**src/hdl/lsfx_pkg.sv**
```systemverilog
// Package for the LED strip effect generator.
// Holds mode codes, datapath commands, the config and status structs and the colour helpers.
// No dependencies.
package lsfx_pkg;

  localparam int unsigned LedCountDef = 71;
  localparam logic [31:0] LfsrPoly    = 32'h04C1_1DB7;
  localparam logic [31:0] NoiseSeed   = 32'd64738;
  localparam logic [9:0]  HueSteps    = 10'd768;
  localparam logic [7:0]  KeyShiftLock = 8'h41;
  localparam logic [9:0]  SparkleNone = 10'h0FF;
  localparam logic [6:0]  SparkleInten = 7'h7F;

  localparam logic [2:0] MODE_OFF     = 3'd0;
  localparam logic [2:0] MODE_FIXED   = 3'd1;
  localparam logic [2:0] MODE_SID     = 3'd2;
  localparam logic [2:0] MODE_RAINBOW = 3'd3;
  localparam logic [2:0] MODE_SPARKLE = 3'd4;

  localparam logic [1:0] KIND_LED   = 2'd0;
  localparam logic [1:0] KIND_START = 2'd1;
  localparam logic [1:0] KIND_LOCK  = 2'd2;

  localparam logic [1:0] REG_MODE   = 2'd0;
  localparam logic [1:0] REG_BRIGHT = 2'd1;
  localparam logic [1:0] REG_HUE    = 2'd2;
  localparam logic [1:0] REG_TINT   = 2'd3;

  typedef enum logic [3:0] {
    OP_NONE,
    OP_CLEAR,
    OP_START,
    OP_COLOUR,
    OP_MIXA_FADE,
    OP_MIXA_TINT,
    OP_MIXB,
    OP_SCALE,
    OP_EMIT_KEY,
    OP_EMIT_MAIN,
    OP_READ,
    OP_EMIT_RESTORE,
    OP_STEP_LFSR,
    OP_EMIT_WHITE,
    OP_EMIT_END
  } lsfx_op_e;

  typedef struct packed {
    logic [2:0] mode;
    logic [4:0] bright;
    logic [4:0] hue;
    logic [1:0] tint;
  } lsfx_cfg_t;

  typedef struct packed {
    lsfx_op_e op;
  } lsfx_cmd_t;

  typedef struct packed {
    logic out_full;
    logic key_hit;
    logic fade_nz;
    logic spk_hit;
    logic rnd_hit;
    logic clr_last;
  } lsfx_stat_t;

  typedef struct packed {
    logic [7:0] g;
    logic [7:0] r;
    logic [7:0] b;
  } lsfx_rgb_t;

  function automatic logic [7:0] tint_amount(input logic [1:0] lvl);
    logic [7:0] v;
    unique case (lvl)
      2'd0: v = 8'd0;
      2'd1: v = 8'd50;
      2'd2: v = 8'd100;
      default: v = 8'd170;
    endcase
    return v;
  endfunction

  function automatic lsfx_rgb_t hue_colour(input logic [10:0] h);
    lsfx_rgb_t c;
    logic [7:0] f;
    f = h[7:0];
    unique case (h[10:8])
      3'd0: c = '{g: f,         r: 8'hFF,      b: 8'h00};
      3'd1: c = '{g: 8'hFF,     r: 8'hFF - f,  b: 8'h00};
      3'd2: c = '{g: 8'hFF,     r: 8'h00,      b: f};
      3'd3: c = '{g: 8'hFF - f, r: 8'h00,      b: 8'hFF};
      3'd4: c = '{g: 8'h00,     r: f,          b: 8'hFF};
      default: c = '{g: 8'h00,  r: 8'hFF,      b: 8'hFF - f};
    endcase
    return c;
  endfunction

endpackage

```
**src/hdl/lsfx_ctrl.sv**
```systemverilog
// Sequencer of the LED strip effect generator.
// Steps each tick through colour build, mixes and result writes; uses lsfx_pkg.
module lsfx_ctrl import lsfx_pkg::*; (
  input  logic       clk_i,
  input  logic       rst_ni,
  input  logic [2:0] mode_i,
  input  logic       in_valid_i,
  output logic       in_ready_o,
  input  lsfx_stat_t stat_i,
  output lsfx_cmd_t  cmd_o
);

  localparam logic [3:0] S_CLR  = 4'd0;
  localparam logic [3:0] S_IDLE = 4'd1;
  localparam logic [3:0] S_KEY  = 4'd2;
  localparam logic [3:0] S_COL  = 4'd3;
  localparam logic [3:0] S_FMA  = 4'd4;
  localparam logic [3:0] S_FMB  = 4'd5;
  localparam logic [3:0] S_TMA  = 4'd6;
  localparam logic [3:0] S_TMB  = 4'd7;
  localparam logic [3:0] S_SCL  = 4'd8;
  localparam logic [3:0] S_E0   = 4'd9;
  localparam logic [3:0] S_RD   = 4'd10;
  localparam logic [3:0] S_E1   = 4'd11;
  localparam logic [3:0] S_LF   = 4'd12;
  localparam logic [3:0] S_E2   = 4'd13;
  localparam logic [3:0] S_E3   = 4'd14;

  logic [3:0] state_q, state_d;
  logic       rainbow, sparkle;

  assign rainbow = (mode_i == MODE_RAINBOW) || (mode_i == MODE_SPARKLE);
  assign sparkle = (mode_i == MODE_SPARKLE);
  assign in_ready_o = (state_q == S_IDLE);

  always_comb begin
    state_d = state_q;
    cmd_o.op = OP_NONE;
    unique case (state_q)
      S_CLR: begin
        cmd_o.op = OP_CLEAR;
        if (stat_i.clr_last) state_d = S_IDLE;
      end
      S_IDLE: begin
        if (in_valid_i) begin
          cmd_o.op = OP_START;
          state_d = S_KEY;
        end
      end
      S_KEY: begin
        if (!stat_i.key_hit) begin
          state_d = S_COL;
        end else if (!stat_i.out_full) begin
          cmd_o.op = OP_EMIT_KEY;
          state_d = S_COL;
        end
      end
      S_COL: begin
        cmd_o.op = OP_COLOUR;
        if (rainbow && stat_i.fade_nz) state_d = S_FMA;
        else if (rainbow || mode_i == MODE_FIXED) state_d = S_TMA;
        else state_d = S_E0;
      end
      S_FMA: begin
        cmd_o.op = OP_MIXA_FADE;
        state_d = S_FMB;
      end
      S_FMB: begin
        cmd_o.op = OP_MIXB;
        state_d = S_TMA;
      end
      S_TMA: begin
        cmd_o.op = OP_MIXA_TINT;
        state_d = S_TMB;
      end
      S_TMB: begin
        cmd_o.op = OP_MIXB;
        state_d = sparkle ? S_SCL : S_E0;
      end
      S_SCL: begin
        cmd_o.op = OP_SCALE;
        state_d = S_E0;
      end
      S_E0: begin
        if (!stat_i.out_full) begin
          cmd_o.op = OP_EMIT_MAIN;
          if (!sparkle) state_d = S_E3;
          else if (stat_i.spk_hit) state_d = S_RD;
          else state_d = S_LF;
        end
      end
      S_RD: begin
        cmd_o.op = OP_READ;
        state_d = S_E1;
      end
      S_E1: begin
        if (!stat_i.out_full) begin
          cmd_o.op = OP_EMIT_RESTORE;
          state_d = S_LF;
        end
      end
      S_LF: begin
        cmd_o.op = OP_STEP_LFSR;
        state_d = S_E2;
      end
      S_E2: begin
        if (!stat_i.rnd_hit) begin
          state_d = S_E3;
        end else if (!stat_i.out_full) begin
          cmd_o.op = OP_EMIT_WHITE;
          state_d = S_E3;
        end
      end
      S_E3: begin
        if (!stat_i.out_full) begin
          cmd_o.op = OP_EMIT_END;
          state_d = S_IDLE;
        end
      end
      default: state_d = S_IDLE;
    endcase
  end

  always_ff @(posedge clk_i or negedge rst_ni) begin
    if (!rst_ni) begin
      state_q <= S_CLR;
    end else begin
      state_q <= state_d;
    end
  end

endmodule

```
**src/hdl/lsfx_dp.sv**
```systemverilog
// Datapath of the LED strip effect generator.
// Holds effect state, colour mixer, noise register, backup memory and result register; uses lsfx_pkg.
module lsfx_dp import lsfx_pkg::*; #(
  parameter int unsigned LED_COUNT = LedCountDef
) (
  input  logic       clk_i,
  input  logic       rst_ni,
  input  lsfx_cfg_t  cfg_i,
  input  lsfx_cmd_t  cmd_i,
  output lsfx_stat_t stat_o,
  input  logic [33:0] in_data_i,
  output logic       out_valid_o,
  input  logic       out_ready_i,
  output logic [1:0] out_kind_o,
  output logic [6:0] out_led_o,
  output lsfx_rgb_t  out_rgb_o,
  output logic [6:0] out_inten_o,
  output logic       out_last_o
);

  localparam int unsigned IdxW = $clog2(LED_COUNT);
  localparam logic [10:0] Count = 11'(LED_COUNT);
  localparam logic [IdxW-1:0] LastIdx = IdxW'(LED_COUNT - 1);

  logic [33:0]     in_q;
  logic [9:0]      hue_q;
  logic [7:0]      fade_q, fade_t_q;
  logic [IdxW-1:0] ring_q, pos_q, clr_q;
  logic [31:0]     lfsr_q;
  logic [9:0]      spk_q;
  lsfx_rgb_t       c_q, rd_q;
  logic [15:0]     x_q [3];
  lsfx_rgb_t       mem [LED_COUNT];

  logic        out_vld_q, out_last_q;
  logic [1:0]  out_kind_q;
  logic [6:0]  out_led_q, out_inten_q;
  lsfx_rgb_t   out_rgb_q;

  logic        sparkle, fixed_mode, anim;
  logic [10:0] hue_sum;
  logic [9:0]  hue_nxt;
  lsfx_rgb_t   base_c;
  logic [7:0]  mix_t;
  logic [7:0]  c_in [3];
  logic [7:0]  c_mb [3];
  logic [7:0]  c_sc [3];
  logic        emit;

  assign sparkle    = (cfg_i.mode == MODE_SPARKLE);
  assign fixed_mode = (cfg_i.mode == MODE_FIXED);
  assign anim       = (cfg_i.mode == MODE_RAINBOW) || sparkle;

  assign hue_sum = {1'b0, hue_q} + (sparkle ? 11'd10 : 11'd1);
  assign hue_nxt = (hue_sum >= {1'b0, HueSteps}) ? 10'(hue_sum - {1'b0, HueSteps})
                                                  : hue_sum[9:0];

  always_comb begin
    unique case (cfg_i.mode)
      MODE_FIXED:
        base_c = (cfg_i.hue == 5'd24) ? '{g: 8'hFF, r: 8'hFF, b: 8'hFF}
                                       : hue_colour({cfg_i.hue, 6'b0});
      MODE_SID:     base_c = '{g: in_q[17:10], r: in_q[25:18], b: in_q[33:26]};
      MODE_RAINBOW: base_c = hue_colour({hue_nxt, 1'b0});
      MODE_SPARKLE: base_c = hue_colour({hue_nxt, 1'b0});
      default:      base_c = '0;
    endcase
  end

  assign mix_t = (cmd_i.op == OP_MIXA_FADE) ? fade_t_q : tint_amount(cfg_i.tint);
  assign c_in[0] = c_q.g;
  assign c_in[1] = c_q.r;
  assign c_in[2] = c_q.b;

  always_comb begin
    for (int i = 0; i < 3; i++) begin
      logic [31:0] p;
      logic [12:0] s;
      p = {16'b0, x_q[i]} * 32'h0000_8081;
      c_mb[i] = p[30:23];
      s = {5'b0, c_in[i]} * {8'b0, cfg_i.bright};
      c_sc[i] = s[12:5];
    end
  end

  assign emit = (cmd_i.op == OP_EMIT_KEY) || (cmd_i.op == OP_EMIT_MAIN) ||
                (cmd_i.op == OP_EMIT_RESTORE) || (cmd_i.op == OP_EMIT_WHITE) ||
                (cmd_i.op == OP_EMIT_END);

  always_ff @(posedge clk_i or negedge rst_ni) begin
    if (!rst_ni) begin
      hue_q     <= '0;
      fade_q    <= 8'd255;
      ring_q    <= '0;
      lfsr_q    <= NoiseSeed;
      spk_q     <= '0;
      clr_q     <= '0;
      out_vld_q <= 1'b0;
    end else begin
      if (out_vld_q && out_ready_i) out_vld_q <= 1'b0;
      if (emit) out_vld_q <= 1'b1;
      unique case (cmd_i.op)
        OP_CLEAR: clr_q <= clr_q + 1'b1;
        OP_COLOUR: begin
          if (anim) begin
            hue_q <= hue_nxt;
            if (fade_q != 8'd0) fade_q <= fade_q - (sparkle ? 8'd15 : 8'd1);
          end
          if (cfg_i.mode == MODE_OFF || fixed_mode || cfg_i.mode > MODE_SPARKLE) begin
            ring_q <= '0;
          end else begin
            ring_q <= (ring_q == '0) ? LastIdx : ring_q - 1'b1;
          end
        end
        OP_EMIT_RESTORE: spk_q <= SparkleNone;
        OP_STEP_LFSR: begin
          lfsr_q <= lfsr_q[31] ? ({lfsr_q[30:0], 1'b0} ^ LfsrPoly) : {lfsr_q[30:0], 1'b0};
        end
        OP_EMIT_WHITE: spk_q <= lfsr_q[9:0];
        default: ;
      endcase
    end
  end

  always_ff @(posedge clk_i) begin
    unique case (cmd_i.op)
      OP_START: in_q <= in_data_i;
      OP_COLOUR: begin
        c_q      <= base_c;
        fade_t_q <= fade_q;
        pos_q    <= (anim || cfg_i.mode == MODE_SID) ? ring_q : '0;
      end
      OP_MIXA_FADE, OP_MIXA_TINT: begin
        for (int i = 0; i < 3; i++) begin
          x_q[i] <= 16'({8'b0, c_in[i]} * (16'd255 - {8'b0, mix_t}) +
                        16'd255 * {8'b0, mix_t} + 16'd127);
        end
      end
      OP_MIXB:  c_q <= '{g: c_mb[0], r: c_mb[1], b: c_mb[2]};
      OP_SCALE: c_q <= '{g: c_sc[0], r: c_sc[1], b: c_sc[2]};
      default: ;
    endcase
  end

  always_ff @(posedge clk_i) begin
    if (cmd_i.op == OP_CLEAR) mem[clr_q] <= '0;
    else if (cmd_i.op == OP_EMIT_MAIN && sparkle) mem[pos_q] <= c_q;
    if (cmd_i.op == OP_READ) rd_q <= mem[spk_q[IdxW-1:0]];
  end

  always_ff @(posedge clk_i) begin
    if (emit) begin
      out_kind_q  <= KIND_LED;
      out_led_q   <= '0;
      out_rgb_q   <= '0;
      out_inten_q <= '0;
      out_last_q  <= 1'b0;
      unique case (cmd_i.op)
        OP_EMIT_KEY: begin
          out_kind_q <= KIND_LOCK;
          if (in_q[9]) out_rgb_q <= '{g: 8'hA0, r: 8'hC0, b: 8'h00};
        end
        OP_EMIT_MAIN: begin
          out_led_q <= 7'(pos_q);
          out_rgb_q <= c_q;
        end
        OP_EMIT_RESTORE: begin
          out_led_q <= spk_q[6:0];
          out_rgb_q <= rd_q;
        end
        OP_EMIT_WHITE: begin
          out_led_q <= lfsr_q[6:0];
          out_rgb_q <= '{g: 8'hFF, r: 8'hFF, b: 8'hFF};
        end
        default: begin
          out_kind_q  <= KIND_START;
          out_led_q   <= 7'(pos_q);
          out_inten_q <= sparkle ? SparkleInten : {cfg_i.bright, 2'b00};
          out_last_q  <= 1'b1;
        end
      endcase
    end
  end

  assign stat_o.out_full = out_vld_q;
  assign stat_o.key_hit  = in_q[0] && (in_q[8:1] == KeyShiftLock);
  assign stat_o.fade_nz  = (fade_q != 8'd0);
  assign stat_o.spk_hit  = ({1'b0, spk_q} < Count);
  assign stat_o.rnd_hit  = ({1'b0, lfsr_q[9:0]} < Count);
  assign stat_o.clr_last = (clr_q == LastIdx);

  assign out_valid_o = out_vld_q;
  assign out_kind_o  = out_kind_q;
  assign out_led_o   = out_led_q;
  assign out_rgb_o   = out_rgb_q;
  assign out_inten_o = out_inten_q;
  assign out_last_o  = out_last_q;

endmodule

```
**src/hdl/led_strip_effect_generator_core.sv**
```systemverilog
// One tick in flight: s_axis_tready rises as the last result word of a tick is loaded into
// the output register, and stalls on m_axis_tready hold the sequencer at each result word.
// The sequencer in lsfx_ctrl steps through the colour build, the colour mixes and the word writes.
// Reset: asynchronous, active low; after reset the backup memory is cleared entry by entry
// while s_axis_tready stays low. Write config only between ticks.
module led_strip_effect_generator_core import lsfx_pkg::*; #(
  parameter int unsigned LED_COUNT = LedCountDef
) (
  input  logic        clk_i,
  input  logic        rst_ni,
  input  logic        s_axis_tvalid,
  output logic        s_axis_tready,
  // key_valid, key_code[8], lock_active, voice_one_env, voice_two_env, voice_three_env
  input  logic [39:0] s_axis_tdata,
  output logic        m_axis_tvalid,
  input  logic        m_axis_tready,
  // led_index[7], green_level, red_level, blue_level, strip_intensity[7]
  output logic [39:0] m_axis_tdata,
  // write_kind[2]
  output logic [1:0]  m_axis_tuser,
  output logic        m_axis_tlast,
  input  logic        psel,
  input  logic        penable,
  input  logic        pwrite,
  input  logic [3:0]  paddr,
  input  logic [31:0] pwdata,
  output logic [31:0] prdata,
  output logic        pready
);

  logic [2:0] mode_q;
  logic [4:0] bright_q, hue_q;
  logic [1:0] tint_q;
  lsfx_cfg_t  cfg;
  lsfx_cmd_t  cmd;
  lsfx_stat_t stat;
  lsfx_rgb_t  rgb;
  logic [6:0] led, inten;

  assign pready = 1'b1;

  always_ff @(posedge clk_i or negedge rst_ni) begin
    if (!rst_ni) begin
      mode_q   <= MODE_RAINBOW;
      bright_q <= 5'd9;
      hue_q    <= 5'd15;
      tint_q   <= 2'd0;
    end else if (psel && penable && pwrite) begin
      unique case (paddr[3:2])
        REG_MODE:   mode_q   <= pwdata[2:0];
        REG_BRIGHT: bright_q <= pwdata[4:0];
        REG_HUE:    hue_q    <= pwdata[4:0];
        default:    tint_q   <= pwdata[1:0];
      endcase
    end
  end

  always_comb begin
    unique case (paddr[3:2])
      REG_MODE:   prdata = {29'b0, mode_q};
      REG_BRIGHT: prdata = {27'b0, bright_q};
      REG_HUE:    prdata = {27'b0, hue_q};
      default:    prdata = {30'b0, tint_q};
    endcase
  end

  assign cfg.mode   = (mode_q > MODE_SPARKLE) ? MODE_OFF : mode_q;
  assign cfg.bright = bright_q;
  assign cfg.hue    = hue_q;
  assign cfg.tint   = tint_q;

  lsfx_ctrl u_ctrl (
    .clk_i      (clk_i),
    .rst_ni     (rst_ni),
    .mode_i     (cfg.mode),
    .in_valid_i (s_axis_tvalid),
    .in_ready_o (s_axis_tready),
    .stat_i     (stat),
    .cmd_o      (cmd)
  );

  lsfx_dp #(.LED_COUNT(LED_COUNT)) u_dp (
    .clk_i       (clk_i),
    .rst_ni      (rst_ni),
    .cfg_i       (cfg),
    .cmd_i       (cmd),
    .stat_o      (stat),
    .in_data_i   (s_axis_tdata[33:0]),
    .out_valid_o (m_axis_tvalid),
    .out_ready_i (m_axis_tready),
    .out_kind_o  (m_axis_tuser),
    .out_led_o   (led),
    .out_rgb_o   (rgb),
    .out_inten_o (inten),
    .out_last_o  (m_axis_tlast)
  );

  assign m_axis_tdata = {2'b0, inten, rgb.b, rgb.r, rgb.g, led};

endmodule

```
**config.mk**
```make
export PLATFORM = sky130hd
export DESIGN_NAME = led_strip_effect_generator_core
export DESIGN_NICKNAME = d
export VERILOG_FILES = /design/src/hdl/lsfx_pkg.sv /design/src/hdl/lsfx_ctrl.sv /design/src/hdl/lsfx_dp.sv /design/src/hdl/led_strip_effect_generator_core.sv
export SDC_FILE = /design/constraint.sdc
export NUM_CORES = 2
export LEC_CHECK = 0
export BUFFER_PORTS_ARGS = -buffer_cell sky130_fd_sc_hd__buf_2
export CELL_PAD_IN_SITES_DETAIL_PLACEMENT = 0
export CELL_PAD_IN_SITES_GLOBAL_PLACEMENT = 2
export CORE_ASPECT_RATIO = 0.7
export CORE_MARGIN = 1
export CORE_UTILIZATION = 37
export DETAILED_ROUTE_END_ITERATION = 10
export HOLD_SLACK_MARGIN = 0.03
export PLACE_DENSITY = 0.62
export SYNTH_ARGS = -nofsm -noshare
export SYNTH_HDL_FRONTEND = slang
export SYNTH_SLANG_ARGS = --single-unit
```
**constraint.sdc**
```tcl
create_clock -name clk_i -period 17.5 [get_ports clk_i]
set_input_delay 1.75 -clock clk_i [delete_from_list [all_inputs] [get_ports clk_i]]
set_output_delay 1.75 -clock clk_i [all_outputs]
set_load 0.02 [all_outputs]
```
==> out/metrics.csv <==
stage,metric,value,unit
hold_path,hp-class,reg2reg,
grt,grt_pass1_wl,380,mm
timing,slew_headroom,20.6,%
detailed_routing,drt_iter0_markers,5339,
cells_and_area,nets,6470,
timing,final.setup_skew,0.0633,ns
cts,clock_sinks,1983,
cts,numCtsBuffers,200,
worst_setup_path,cp-end-kind,flip-flop,
grt,grt_pass1_vias,50600,
yosys,ys_seq_area_share,63.0,%
worst_setup_path,criticalPathCategory,reg2reg,
detailed_routing,drcViolationCount,0,
worst_setup_path,critical_path.max_stage_delay,0.69,ns
yosys,ys_async_sr_fraction,4.74,%
timing,setup_violations,0,
placed_design,hpwlAfterDp,169,mm
timing,rsz0062_at_grt,false,
detailed_routing,vias,50100,
detailed_routing,dr.pass1.iters,6,
floorplan,dieArea,0.255,mm²
grt,grt_use_total,20.8,%
outcome,status,finished clean,
yosys,avgSynthCellArea,17.0,µm²
timing,max_slew.worst_pin.slew,1.19,ns
grt,antenna_found_initial,32,
yosys,yosys_register_bits,1983,
floorplan,ioPinCount,161,
placed_design,gp_congestion,0.828,
detailed_routing,ant_nets,0,
cts,post_cts_resized,0,
cts,postCtsSetupBuffers,0,
timing,period_share,56.1,%
detailed_routing,wl_per_cell,28.8,µm
job,max_cap_viol_count,0,
floorplan,die_h,423,µm
worst_setup_path,required,18.06,ns
floorplan,initial_utilization,37.2,%
cells_and_area,final-instance-count-excl-fill,9245,
cts,cts_tree,yes,
timing,fmax,0.102,GHz
floorplan,rows,154,
cells_and_area,fill_cells,22500,
cts,postCtsHoldBufs,0,
grt,overflow,0,
floorplan,die_w,604,µm
cts,root_buffer,clkbuf_16,
cts,htree_levels,4,
yosys,synthesis.area,0.0938,mm²
placed_design,port_buffers,95,
timing,min_period,9.82,ns
placed_design,dp_cells,8886,
cells_and_area,area_growth,12.2,%
worst_setup_path,crit_slowest_cell,fa_1,
worst_setup_path,startpoint_type,flip-flop,
timing,report.final.slew_viol_count,0,
detailed_routing,via_per_inst,5.42,
grt,grt_max_degree,132,
cells_and_area,layout_common_cells,"1,889 x edfxtp_1, 513 x mux4_2, 416 x ha_1, 353 x inv_1, 307 x nand2_1",
timing,hold_viol,0,
timing,setup-tns-final,0,ns
cells_and_area,drive_gt1_share,21.4,%
worst_setup_path,cpMostUsedCell,fa_1,
worst_setup_path,worstPathMaxFanout,19,
cells_and_area,multi_input_area,0.0327,mm²
detailed_routing,finalWirelength,266,mm
cts,cts_max_path_buffers,4,
floorplan,coreArea,0.252,mm²
cells_and_area,seq_area,0.0591,mm²
yosys,ys_types,85,
cts,clk_pin_slew,0.06,ns
cells_and_area,layout_commonest_cell,edfxtp_1,
yosys,ys_warn_count,0,
yosys,synthFlopType,edfxtp_1,
yosys,synth_edf_count,1889,
worst_setup_path,arrival,10.38,ns
cts,clk_latency,0.86,ns
yosys,synth_cells,5525,
==> layer usage <==
metal / up-vias / track usage, % / wire length (µm)
met5: - / 0 / 12
met4: 2 / 3.63 / 4420
met2: 1512 / 27.9 / 106000
met3: 267 / 4.27 / 21000
met1: 26700 / 34.5 / 134000
li1: 21600 / - / -
==> worst max-delay path: cells and delay by family, from the launching register on <==
kind	cells	cell delay, ns
flops	1	0.60
compound gates	9	2.49
buf+inv	5	0.72
xor+xnor	2	0.26
fa+ha+maj	11	4.77
simple gates	4	0.67
==> metrics by stage <==
step                      setup WS [ns]  hold slack [ns]  util, %  instance area [µm²]
after floorplan                    8.40            0.454        -                93900
after global placement             7.66            0.477     39.3                99100
after detailed placement           7.76            0.490     39.3                99100
after CTS                          7.72            0.504     41.8               105000
after global routing               7.12            0.520     41.8               105000
final                              7.68            0.500     41.8               105000
==> kinds of logic (layout without fill, tap and decap cells) <==
family                     count (synthesis)  count (layout)  share of synthesized area, %
AOI/OAI and AO/OA                        520             520                          3.56
xor gates and xnor gates                 151             151                          1.41
adders and majority gates                653             653                          10.6
buffers and inverters                    637             966                          2.79
DFF                                     1983            1983                          63.0
muxes                                    653             653                          13.9
other                                      2              39                       0.00801
and+or+nand+nor                          926             926                          4.71
==> cell usage after synthesis, types with 9 or more instances <==
| cell type | number | area, µm² |
|---|---|---|
| o21ai_0 | 122 | 611 |
| buf_1 | 33 | 124 |
| dfstp_2 | 26 | 683 |
| nor2_1 | 220 | 826 |
| o21a_1 | 18 | 135 |
| or2_2 | 12 | 75.1 |
| o21ai_1 | 16 | 80.1 |
| a21oi_1 | 148 | 741 |
| fa_1 | 237 | 4740 |
| buf_2 | 55 | 275 |
| xnor2_1 | 110 | 963 |
| buf_4 | 35 | 263 |
| dfrtp_1 | 68 | 1700 |
| edfxtp_1 | 1889 | 56700 |
| and3_1 | 19 | 119 |
| a31oi_1 | 16 | 100 |
| a211oi_1 | 14 | 105 |
| nand3_1 | 51 | 255 |
| ha_1 | 416 | 5200 |
| mux2i_1 | 101 | 1010 |
| and2_1 | 167 | 1040 |
| o221ai_1 | 18 | 158 |
| o21bai_1 | 13 | 97.6 |
| mux4_2 | 513 | 11600 |
| clkbuf_1 | 156 | 586 |
| nor2b_1 | 35 | 219 |
| a22oi_1 | 9 | 67.6 |
| o211ai_1 | 19 | 143 |
| nor3_1 | 44 | 220 |
| nand2b_1 | 14 | 87.6 |
| nand2_1 | 307 | 1150 |
| o22ai_1 | 18 | 113 |
| inv_1 | 354 | 1330 |
| a21o_1 | 30 | 225 |
| xor2_1 | 41 | 359 |
| nand4_1 | 15 | 93.8 |
| mux2_2 | 39 | 439 |
| or3_1 | 9 | 56.3 |
==> registers in the layout (all words and copies together), names as in the netlist, 8 cells and up <==
| signal | count |
|---|---|
| u_dp.c_in | 24 |
| u_dp.fade_q | 8 |
| u_dp.fade_t_q | 8 |
| u_dp.hue_q | 10 |
| u_dp.in_q | 34 |
| u_dp.lfsr_q | 32 |
| u_dp.mem | 1704 |
| u_dp.out_rgb_o | 24 |
| u_dp.rd_q | 24 |
| u_dp.spk_q | 10 |
| u_dp.x_q | 48 |
==> final timing paths <==
| kind | from | slack [ns] | end | cells past startpoint |
|---|---|---|---|---|
| max | u_ctrl.state_q[3]$_DFFE_PN0P_ | 7.68 | u_dp.x_q[0][31]$_DFFE_PP_ | 31 |
| min in group asynchronous | rst_ni | 0.98 | u_dp.lfsr_q[9]$_DFFE_PN0N_ | 1 |
| max reg2reg | u_ctrl.state_q[3]$_DFFE_PN0P_ | 7.68 | u_dp.x_q[0][31]$_DFFE_PP_ | 31 |
| max in group asynchronous | rst_ni | 15.37 | u_dp.hue_q[0]$_DFFE_PN0P_ | 2 |
| min | u_dp.lfsr_q[20]$_DFFE_PN0N_ | 0.50 | u_dp.lfsr_q[21]$_DFFE_PN0N_ | 1 |
| min reg2reg | u_dp.lfsr_q[20]$_DFFE_PN0N_ | 0.50 | u_dp.lfsr_q[21]$_DFFE_PN0N_ | 1 |
==> area by class of cell <==
type	instances	share of cell area (%)
tap	3354	3.99
clock buffer	243	4.95
timing repair buffer	261	1.66
clock inverter	107	0.834
multi-input combinational	2933	31.1
sequential	1983	56.2
antenna	9	0.0214
inverter	355	1.27
Power is not shown: default switching activity piles up to over one toggle a cycle in this logic, so the estimate is an artifact.
